**src/rtl/soiu_pkg.sv**
```systemverilog
// shared types and constants for the strided offset index unit
// no dependencies
`default_nettype none
package soiu_pkg;
    localparam int NUM_SLOTS    = 6;
    localparam int MAX_RANK_DEF = 6;
    localparam int DW           = 32;
    localparam int RANK_W       = 3;
    localparam int CFG_IDX_W    = 3;
    localparam int QDEPTH       = 2;
    localparam int DIV_STEPS    = DW;
    localparam int CNT_W        = $clog2(DIV_STEPS);

    localparam logic [CFG_IDX_W-1:0] REG_RANK     = 3'd0;
    localparam logic [CFG_IDX_W-1:0] REG_NATURAL  = 3'd1;
    localparam logic [CFG_IDX_W-1:0] REG_STRIDE_1 = 3'd2;
    localparam logic [CFG_IDX_W-1:0] REG_STRIDE_2 = 3'd3;
    localparam logic [CFG_IDX_W-1:0] REG_STRIDE_3 = 3'd4;
    localparam logic [CFG_IDX_W-1:0] REG_STRIDE_4 = 3'd5;
    localparam logic [CFG_IDX_W-1:0] REG_STRIDE_5 = 3'd6;
    localparam logic [CFG_IDX_W-1:0] REG_STRIDE_6 = 3'd7;

    localparam logic [2:0] BAD_NONE = 3'd6;

    // one classified item between front and back
    typedef struct packed {
        logic              need_div;
        logic [RANK_W-1:0] rank;
        logic              natural;
        logic [DW-1:0]     offset;
        logic              ok;
        logic [2:0]        bad;
    } t_item;

    // back status toward the front and the config block
    typedef struct packed {
        logic sizing;
        logic size_ack;
    } t_back_status;
endpackage
`default_nettype wire

```
**src/rtl/soiu_queue.sv**
```systemverilog
// short queue of classified items between front and back
// depends on soiu_pkg
`default_nettype none
module soiu_queue import soiu_pkg::*; (
    input  wire logic  i_clk,
    input  wire logic  i_rst_n,
    input  wire logic  i_push,
    input  wire t_item i_data,
    output logic       o_full,
    input  wire logic  i_pop,
    output logic       o_valid,
    output t_item      o_data
);
    localparam int PW = $clog2(QDEPTH);

    t_item            r_mem [QDEPTH];
    logic [PW-1:0]    r_wp, r_rp;
    logic [PW:0]      r_cnt;

    assign o_full  = (r_cnt == (PW+1)'(QDEPTH));
    assign o_valid = (r_cnt != '0);
    assign o_data  = r_mem[r_rp];

    always_ff @(posedge i_clk) begin
        if (i_push) begin
            r_mem[r_wp] <= i_data;
        end
    end

    always_ff @(posedge i_clk) begin
        if (!i_rst_n) begin
            r_wp  <= '0;
            r_rp  <= '0;
            r_cnt <= '0;
        end else begin
            if (i_push) begin
                r_wp <= (r_wp == PW'(QDEPTH-1)) ? '0 : r_wp + 1'b1;
            end
            if (i_pop) begin
                r_rp <= (r_rp == PW'(QDEPTH-1)) ? '0 : r_rp + 1'b1;
            end
            case ({i_push, i_pop})
                2'b10:   r_cnt <= r_cnt + 1'b1;
                2'b01:   r_cnt <= r_cnt - 1'b1;
                default: r_cnt <= r_cnt;
            endcase
        end
    end
endmodule
`default_nettype wire

```
**src/rtl/soiu_front.sv**
```systemverilog
// front end: accepts items, checks strides, bounds and index ranges
// depends on soiu_pkg
`default_nettype none
module soiu_front import soiu_pkg::*; #(
    parameter int MAX_RANK = MAX_RANK_DEF
) (
    input  wire logic              i_opcode,
    input  wire logic [DW-1:0]     i_offset,
    input  wire logic [DW-1:0]     i_index [NUM_SLOTS],
    input  wire logic [RANK_W-1:0] i_rank,
    input  wire logic              i_natural,
    input  wire logic [DW-1:0]     i_stride [NUM_SLOTS],
    input  wire logic [DW-1:0]     i_size [NUM_SLOTS],
    output t_item                  o_item
);
    localparam int LIM = (MAX_RANK < NUM_SLOTS) ? MAX_RANK : NUM_SLOTS;

    logic [RANK_W-1:0] act;
    logic [RANK_W-1:0] last;
    logic              zero;
    logic              found;
    logic [2:0]        bad;
    logic [RANK_W-1:0] s;

    always_comb begin
        act   = (i_rank > RANK_W'(LIM)) ? RANK_W'(LIM) : i_rank;
        last  = act - 1'b1;
        zero  = 1'b0;
        found = 1'b0;
        bad   = BAD_NONE;
        s     = '0;
        for (int k = 0; k < NUM_SLOTS; k++) begin
            if (RANK_W'(k) < act && i_stride[k] == '0) zero = 1'b1;
        end
        // first ordinal whose index reaches its dimension size
        for (int k = 0; k < NUM_SLOTS; k++) begin
            s = i_natural ? last - RANK_W'(k) : RANK_W'(k);
            if (!found && RANK_W'(k) < act && i_index[k] >= i_size[s]) begin
                found = 1'b1;
                bad   = 3'(k);
            end
        end
        o_item.rank     = act;
        o_item.natural  = i_natural;
        o_item.offset   = i_offset;
        o_item.need_div = !i_opcode && !zero && act != '0;
        if (zero) begin
            o_item.ok  = 1'b0;
            o_item.bad = BAD_NONE;
        end else if (!i_opcode) begin
            o_item.ok  = (act != '0) && (i_offset < i_stride[last]);
            o_item.bad = BAD_NONE;
        end else begin
            o_item.ok  = !found;
            o_item.bad = bad;
        end
    end
endmodule
`default_nettype wire

```
**src/rtl/soiu_back.sv**
```systemverilog
// back end: shared radix-2 divider for offset splitting and size table
// depends on soiu_pkg
`default_nettype none
module soiu_back import soiu_pkg::*; (
    input  wire logic          i_clk,
    input  wire logic          i_rst_n,
    input  wire logic          i_size_req,
    input  wire logic [DW-1:0] i_stride [NUM_SLOTS],
    output logic [DW-1:0]      o_size [NUM_SLOTS],
    output t_back_status       o_status,
    input  wire logic          i_head_valid,
    input  wire t_item         i_head,
    output logic               o_pop,
    output logic               o_valid,
    input  wire logic          i_ready,
    output logic [DW-1:0]      o_index [NUM_SLOTS],
    output logic               o_in_bounds,
    output logic [2:0]         o_bad_ordinal
);
    typedef enum logic [3:0] {
        ST_IDLE = 4'b0001,
        ST_SIZE = 4'b0010,
        ST_DIV  = 4'b0100,
        ST_FIN  = 4'b1000
    } t_state;

    t_state            r_state, n_state;
    t_item             r_cur;
    logic [RANK_W-1:0] r_k;
    logic [RANK_W-1:0] r_s;
    logic [CNT_W-1:0]  r_cnt;
    logic [DW-1:0]     r_num, r_d, r_rem;
    logic [DW:0]       r_part;
    logic [DW-1:0]     r_idx  [NUM_SLOTS];
    logic [DW-1:0]     r_size [NUM_SLOTS];
    logic              r_out_valid;

    logic [DW:0]       part_sh;
    logic [DW+1:0]     diff;
    logic              ge;
    logic [DW:0]       n_part;
    logic [DW-1:0]     n_num;
    logic              slot_free, load, last_step;
    logic              direct;
    t_item             src;
    logic [DW-1:0]     fin_idx [NUM_SLOTS];
    logic [RANK_W-1:0] pos_last, pos_q, k_dn;

    // one quotient bit per cycle
    always_comb begin
        part_sh = {r_part[DW-1:0], r_num[DW-1]};
        diff    = {1'b0, part_sh} - {2'b00, r_d};
        ge      = ~diff[DW+1];
        n_part  = ge ? diff[DW:0] : part_sh;
        n_num   = {r_num[DW-2:0], ge};
    end

    assign last_step = (r_cnt == CNT_W'(DIV_STEPS-1));
    assign slot_free = !r_out_valid || i_ready;
    assign k_dn      = r_k - 1'b1;
    assign pos_q     = r_cur.natural ? r_cur.rank - 1'b1 - r_k : r_k;

    // items with nothing to divide leave straight from the queue head
    assign direct = (r_state == ST_IDLE) && !i_size_req && i_head_valid &&
                    !(i_head.need_div && i_head.rank > RANK_W'(1));
    assign src    = (r_state == ST_FIN) ? r_cur : i_head;
    assign load   = slot_free && (direct || r_state == ST_FIN);

    always_comb begin
        pos_last = src.natural ? src.rank - 1'b1 : '0;
        for (int k = 0; k < NUM_SLOTS; k++) begin
            fin_idx[k] = (r_state == ST_FIN) ? r_idx[k] : '0;
        end
        if (src.need_div) begin
            fin_idx[pos_last] = (r_state == ST_FIN) ? r_rem : src.offset;
        end
    end

    always_comb begin
        n_state = r_state;
        o_pop   = 1'b0;
        case (r_state)
            ST_IDLE: begin
                if (i_size_req) begin
                    n_state = ST_SIZE;
                end else if (i_head_valid) begin
                    if (!direct) begin
                        o_pop   = 1'b1;
                        n_state = ST_DIV;
                    end else if (slot_free) begin
                        o_pop = 1'b1;
                    end
                end
            end
            ST_SIZE: begin
                if (last_step && r_s == RANK_W'(NUM_SLOTS-1)) n_state = ST_IDLE;
            end
            ST_DIV: begin
                if (last_step && k_dn == '0) n_state = ST_FIN;
            end
            ST_FIN: begin
                if (slot_free) n_state = ST_IDLE;
            end
            default: n_state = ST_IDLE;
        endcase
    end

    always_ff @(posedge i_clk) begin
        if (!i_rst_n) begin
            r_state     <= ST_IDLE;
            r_out_valid <= 1'b0;
        end else begin
            r_state <= n_state;
            if (load) begin
                r_out_valid <= 1'b1;
            end else if (i_ready) begin
                r_out_valid <= 1'b0;
            end
        end
    end

    always_ff @(posedge i_clk) begin
        case (r_state)
            ST_IDLE: begin
                r_cnt  <= '0;
                r_part <= '0;
                if (i_size_req) begin
                    r_size[0] <= i_stride[0];
                    r_s       <= RANK_W'(1);
                    r_num     <= i_stride[1];
                    r_d       <= i_stride[0];
                end else if (o_pop && !direct) begin
                    r_cur <= i_head;
                    r_k   <= i_head.rank - 1'b1;
                    r_num <= i_head.offset;
                    r_d   <= i_stride[i_head.rank - 2'd2];
                    for (int k = 0; k < NUM_SLOTS; k++) r_idx[k] <= '0;
                end
            end
            ST_SIZE: begin
                r_cnt  <= r_cnt + 1'b1;
                r_part <= n_part;
                r_num  <= n_num;
                if (last_step) begin
                    r_size[r_s] <= n_num;
                    r_part      <= '0;
                    if (r_s != RANK_W'(NUM_SLOTS-1)) begin
                        r_s   <= r_s + 1'b1;
                        r_num <= i_stride[r_s + 1'b1];
                        r_d   <= i_stride[r_s];
                    end
                end
            end
            ST_DIV: begin
                r_cnt  <= r_cnt + 1'b1;
                r_part <= n_part;
                r_num  <= n_num;
                if (last_step) begin
                    r_idx[pos_q] <= n_num;
                    r_rem        <= n_part[DW-1:0];
                    r_k          <= k_dn;
                    r_part       <= '0;
                    r_num        <= n_part[DW-1:0];
                    r_d          <= i_stride[k_dn - 1'b1];
                end
            end
            default: begin
                r_cnt <= '0;
            end
        endcase
        if (load) begin
            for (int k = 0; k < NUM_SLOTS; k++) o_index[k] <= fin_idx[k];
            o_in_bounds   <= src.ok;
            o_bad_ordinal <= src.bad;
        end
    end

    assign o_valid           = r_out_valid;
    assign o_size            = r_size;
    assign o_status.sizing   = (r_state == ST_SIZE);
    assign o_status.size_ack = (r_state == ST_IDLE) && i_size_req;

    // a held result is never overwritten
    assert property (@(posedge i_clk) disable iff (!i_rst_n)
        !(load && r_out_valid && !i_ready))
        else $error("result overwritten while stalled");
    // a division pass always has a digit left to produce
    assert property (@(posedge i_clk) disable iff (!i_rst_n)
        (r_state == ST_DIV) |-> (r_k != '0))
        else $error("division with no digit left");
    // user must rebuild the size table only with no item waiting (unenforced)
    assert property (@(posedge i_clk) disable iff (!i_rst_n)
        (r_state == ST_SIZE) |-> !i_head_valid)
        else $error("item queued during size pass");
    // a finished split is delivered in the cycle the slot frees
    assert property (@(posedge i_clk) disable iff (!i_rst_n)
        (r_state == ST_FIN && slot_free) |=> o_valid)
        else $error("finished item not delivered");
endmodule
`default_nettype wire

```
**src/rtl/strided_offset_index_unit_core.sv**
```systemverilog
// top level of the strided offset index unit: config registers, front, queue, back
// depends on soiu_pkg, soiu_front, soiu_queue, soiu_back
// opcode 1, zero-stride and rank-1 items skip the divider; opcode 0 of rank r>=2 is
//   split by the back's shared one-bit-per-cycle divider, one item at a time
// throughput: one item per cycle if unsplit and not stalled or held by a size pass
// reset: synchronous active low; registers go to rank 1, natural order, strides 1,
//   then a size pass (also after every config write) holds o_ready low
`default_nettype none
module strided_offset_index_unit_core import soiu_pkg::*; #(
    parameter int MAX_RANK = MAX_RANK_DEF
) (
    input  wire logic                 i_clk,
    input  wire logic                 i_rst_n,
    // configuration write port
    input  wire logic                 i_cfg_we,
    input  wire logic [CFG_IDX_W-1:0] i_cfg_idx,
    input  wire logic [DW-1:0]        i_cfg_data,
    // input channel
    input  wire logic                 i_valid,
    output logic                      o_ready,
    input  wire logic                 i_opcode,
    input  wire logic [DW-1:0]        i_offset,
    input  wire logic [DW-1:0]        i_index_in_0,
    input  wire logic [DW-1:0]        i_index_in_1,
    input  wire logic [DW-1:0]        i_index_in_2,
    input  wire logic [DW-1:0]        i_index_in_3,
    input  wire logic [DW-1:0]        i_index_in_4,
    input  wire logic [DW-1:0]        i_index_in_5,
    // output channel
    output logic                      o_valid,
    input  wire logic                 i_ready,
    output logic [DW-1:0]             o_index_out_0,
    output logic [DW-1:0]             o_index_out_1,
    output logic [DW-1:0]             o_index_out_2,
    output logic [DW-1:0]             o_index_out_3,
    output logic [DW-1:0]             o_index_out_4,
    output logic [DW-1:0]             o_index_out_5,
    output logic                      o_in_bounds,
    output logic [2:0]                o_bad_ordinal
);
    // config registers
    logic [RANK_W-1:0] r_rank;
    logic              r_natural;
    logic [DW-1:0]     r_stride [NUM_SLOTS];
    logic              r_size_req;

    logic [DW-1:0] index_in  [NUM_SLOTS];
    logic [DW-1:0] index_out [NUM_SLOTS];
    logic [DW-1:0] size      [NUM_SLOTS];
    t_item         front_item, head;
    logic          q_full, q_valid, q_pop, push;
    t_back_status  bstat;

    always_ff @(posedge i_clk) begin
        if (!i_rst_n) begin
            r_rank     <= RANK_W'(1);
            r_natural  <= 1'b1;
            r_size_req <= 1'b1;
            for (int k = 0; k < NUM_SLOTS; k++) r_stride[k] <= DW'(1);
        end else begin
            if (i_cfg_we) begin
                case (i_cfg_idx)
                    REG_RANK:     r_rank      <= i_cfg_data[RANK_W-1:0];
                    REG_NATURAL:  r_natural   <= i_cfg_data[0];
                    REG_STRIDE_1: r_stride[0] <= i_cfg_data;
                    REG_STRIDE_2: r_stride[1] <= i_cfg_data;
                    REG_STRIDE_3: r_stride[2] <= i_cfg_data;
                    REG_STRIDE_4: r_stride[3] <= i_cfg_data;
                    REG_STRIDE_5: r_stride[4] <= i_cfg_data;
                    REG_STRIDE_6: r_stride[5] <= i_cfg_data;
                    default:      r_rank      <= r_rank;
                endcase
            end
            // any write may change a dimension size, so rebuild the table
            if (i_cfg_we) begin
                r_size_req <= 1'b1;
            end else if (bstat.size_ack) begin
                r_size_req <= 1'b0;
            end
        end
    end

    assign index_in[0] = i_index_in_0;
    assign index_in[1] = i_index_in_1;
    assign index_in[2] = i_index_in_2;
    assign index_in[3] = i_index_in_3;
    assign index_in[4] = i_index_in_4;
    assign index_in[5] = i_index_in_5;

    // no intake while the size table is stale or being rebuilt
    assign o_ready = !q_full && !r_size_req && !bstat.sizing;
    assign push    = i_valid && o_ready;

    soiu_front #(.MAX_RANK(MAX_RANK)) u_front (
        .i_opcode  (i_opcode),
        .i_offset  (i_offset),
        .i_index   (index_in),
        .i_rank    (r_rank),
        .i_natural (r_natural),
        .i_stride  (r_stride),
        .i_size    (size),
        .o_item    (front_item)
    );

    soiu_queue u_queue (
        .i_clk   (i_clk),
        .i_rst_n (i_rst_n),
        .i_push  (push),
        .i_data  (front_item),
        .o_full  (q_full),
        .i_pop   (q_pop),
        .o_valid (q_valid),
        .o_data  (head)
    );

    soiu_back u_back (
        .i_clk         (i_clk),
        .i_rst_n       (i_rst_n),
        .i_size_req    (r_size_req),
        .i_stride      (r_stride),
        .o_size        (size),
        .o_status      (bstat),
        .i_head_valid  (q_valid),
        .i_head        (head),
        .o_pop         (q_pop),
        .o_valid       (o_valid),
        .i_ready       (i_ready),
        .o_index       (index_out),
        .o_in_bounds   (o_in_bounds),
        .o_bad_ordinal (o_bad_ordinal)
    );

    assign o_index_out_0 = index_out[0];
    assign o_index_out_1 = index_out[1];
    assign o_index_out_2 = index_out[2];
    assign o_index_out_3 = index_out[3];
    assign o_index_out_4 = index_out[4];
    assign o_index_out_5 = index_out[5];
endmodule
`default_nettype wire
```
**config.mk**
```make
export PLATFORM = sky130hd
export DESIGN_NAME = strided_offset_index_unit_core
export DESIGN_NICKNAME = d
export VERILOG_FILES = /design/src/rtl/soiu_pkg.sv /design/src/rtl/soiu_queue.sv /design/src/rtl/soiu_front.sv /design/src/rtl/soiu_back.sv /design/src/rtl/strided_offset_index_unit_core.sv
export SDC_FILE = /design/constraint.sdc
export NUM_CORES = 2
export LEC_CHECK = 0
export ABC_AREA = 1
export BUFFER_PORTS_ARGS = -buffer_cell sky130_fd_sc_hd__buf_2
export CORE_MARGIN = 2
export CORE_UTILIZATION = 35
export DETAILED_ROUTE_END_ITERATION = 12
export PLACE_DENSITY_LB_ADDON = 0.15
export SETUP_SLACK_MARGIN = 0.2
export SYNTH_ARGS = -nofsm -noshare
export SYNTH_HDL_FRONTEND = slang
export SYNTH_SLANG_ARGS = --single-unit
```
**constraint.sdc**
```tcl
create_clock -name i_clk -period 16.1 [get_ports i_clk]
set_input_delay 3.22 -clock i_clk [delete_from_list [all_inputs] [get_ports i_clk]]
set_output_delay 3.22 -clock i_clk [all_outputs]
set_load 0.005 [all_outputs]
```
==> run metrics <==
sw frac 37.6%; Synth area leaders edfxtp_1, o21ai_0, nand2_1, dfxtp_1, ha_1; Synth area leader edfxtp_1; Top cell by count, worst path nor2_1; pwr/cell area 126 nW/um2; CP endpoint kind flop; antenna violations before repair 34; Clock Sinks 1017; Seq cells post-synth 1017; max cap viols 1; Mapped Avg Cell Area 8.44 um2; Reg-to-Reg Start r_rank[1]; final worst setup slack 9530 ps; Synth top area share 40.6%; fin nets 7805; initial detailed-routing violation count 7565; first-pass GRT wire length 371000 um; filler instances 17006; Via density 5.80; TritonRoute pass-1 iters 7; worst rel slew slack -0.323%; post_cts resized 0; antenna-violating nets left 0; H-tree levels 3; Syn Inst Count 7053; NetSw 3.19 mW; ys async rst share 0%; Post-Route Hold Slack 455 ps; gr busiest metal met2; leakage 25.8 nW; post-synth cell types 60; Mapped Nets 7593; sequential fraction of the synthesis area 47.7%; RSZ-0062 raised after global routing false; Hold Crit Start u_queue.r_rp; die height 416 um; CTS root buffer clkbuf_16; Area Overhead vs Synth 13.3%; max frequency 152 MHz; Worst Skew 75.8 ps; startpoint types flop; Routed WL per cell 27.6 um; Worst Setup SP r_rank[1]; Die ar. 173000 um2; synth warn 0; Horiz. Die Dim 416 um; dpl ws 9420 ps; Post-synth EDFFs 805; Worst Path Class, Setup reg2reg; Total Neg Setup Slack 0 ps; final design utilization 39.9%; row count 151; final hold vios 0; Initial Util 35.2%; Worst VDD drop 0.114 mV; CTS tree done; sequential share of power 39.1%; Setup Fix Bufs, Post-CTS 0; Clock transition at path regs 70 ps; Core Box Area 169000 um2; critical path arrival 7080 ps; critical path's slowest cell ha_4; CP Data Required Time 16610 ps; Vias 55642; cell internal pwr 5.29 mW; clk_lat worst skew 790 ps; # IOs 463; largest net degree at the start of global routing 281; min cycle time layout 6570 ps; grt ovf 0; Port Buf Inserts 462; WL final 265000 um; GR met2 Demand/Resource 45.6%; CTS buffer count 114; Hold WC Path Type reg2reg; GR Util All Layers 29.6%; Cell Area, Synth 59500 um2; Final Max Slew Viols 1; status finished with violations; clock group share of total power 31.4%; Final Cycle Share 40.8%; Finish-stage setup viols 0; Least-Margin Pin Slew 1500 ps; CP Max Fanout 72; Worst path max stage delay 870 ps; Max Root-Sink Buffers 3; RePlAce Congestion 0.995; most common flop cell mapped by yosys edfxtp_1; DP HPWL 193000 um; cts hold-fix bufs 0; logic gate share of total power 29.5%; failing checks capacitance limit, slew limit; GR Util met3 5.88%; layout cells sized above 1 11.8%; drt drc 0; vias in the first global route 50688; GR Util met1 39.4%
## cell families after synthesis
| family | count (synthesis) | share of synthesized area, % |
|---|---|---|
| buffers and inverters | 1095 | 7.35 |
| flip-flops | 1017 | 47.7 |
| adder cells (fa/ha/maj) | 275 | 5.81 |
| multiplexers | 49 | 0.824 |
| XOR/XNOR | 29 | 0.439 |
| AND/OR/NAND/NOR | 2249 | 15.7 |
| AO/OA/AOI/OAI | 2339 | 22.2 |
## power groups by stage
stage | Clock, mW | Combinational [mW] | Sequential [mW]
2_1_floorplan | 0 | 1.49 | 3.25
3_3_place_gp | 0 | 2.42 | 3.35
3_5_place_dp | 0 | 2.43 | 3.35
4_1_cts | 2.70 | 2.44 | 3.30
5_1_grt | 2.80 | 2.68 | 3.32
6_report | 2.66 | 2.50 | 3.31
## layout make-up
cell class / count / area, um2 / area share (%)
flip-flops and latches: 1017 / 28400 / 42.2
multi-input cells: 4941 / 27000 / 40.0
clock buffers: 153 / 3120 / 4.63
repair buffers: 566 / 3120 / 4.63
well taps: 2218 / 2780 / 4.12
inverters: 625 / 2350 / 3.48
clock inverters: 57 / 651 / 0.965
diodes: 10 / 25.0 / 0.0371
## sequential cells by signal, indices dropped and copies added (netlist names), 32 cells and up, named ones only
register and count:
r_stride 192, u_back.o_index 192, u_back.o_size 192, u_back.r_d 32
u_back.r_idx 192, u_back.r_num 32, u_back.r_part 32, u_back.r_rem 32
u_queue.r_mem 82
## metrics by stage
stage	area [um2]	total power [mW]	instances
2_1_floorplan	59500	4.74	7053
3_3_place_gp	63600	5.77	9367
3_5_place_dp	63600	5.78	9367
4_1_cts	67400	8.44	9577
5_1_grt	67400	8.80	9583
6_report	67400	8.48	9587
## Yosys cell counts (45+ instances only)
library cell / count
ha_1: 273
edfxtp_1: 805
inv_1: 597
nand4_1: 64
clkbuf_1: 337
buf_1: 56
or2_2: 47
a32oi_1: 56
nand3_1: 256
mux2i_1: 49
a211oi_1: 86
o211ai_1: 63
o221ai_1: 88
nor3_1: 55
a21oi_1: 652
nand2_1: 1176
nor2_1: 595
o21ai_0: 891
o22ai_1: 209
dfxtp_1: 212
o21ai_1: 176
buf_2: 45
## worst max-delay path: cells and delay by family (launching register included)
kind | cells | cell delay, ps
fa+ha+maj | 3 | 1560
compound gates | 3 | 240
buf+inv | 4 | 1560
simple gates | 15 | 2350
flops | 1 | 570
## cells in the final DEF (no fill, tap or decap), types with 9 or more instances in the layout
master / instances
o21bai_1: 39
clkinv_1: 28
o22ai_1: 209
clkbuf_1: 29
inv_2: 21
or2_1: 11
ha_1: 271
or2_2: 48
bufinv_16: 9
edfxtp_1: 805
nor2_4: 19
a21oi_1: 651
clkbuf_16: 116
nand2_1: 1165
a32oi_1: 56
buf_4: 103
o21a_1: 25
o21ai_0: 891
mux2i_1: 49
o21ai_1: 176
nor3_1: 55
a211oi_1: 85
inv_1: 591
nor4_1: 12
nand4_1: 64
nand3_1: 254
dfxtp_1: 210
o211ai_1: 63
xor2_1: 10
xnor2_1: 18
a31oi_1: 18
nor2_1: 576
o221ai_1: 88
buf_2: 461
clkinv_2: 21
a21o_1: 9
diode_2: 10
## per-layer routing
layer  vias up  routed length [um]  share of wire (%)
met5         -                 112              0.042
met3       638               25100                9.5
met2      3052              116000                 44
met1     26544              108000                 41
met4        16               15600                5.9
li1      25392                   -                  -
## path summary, 6_finish.rpt
path,endpoint,slack (ps),cells after the start
worst max-delay path,u_queue.r_mem[0][3],9530,25
worst min-delay path,flop,460,1
worst max register to register,u_queue.r_mem[0][3],9530,25
worst min register to register,flop,460,1
Power figures use the tool's default switching activity.
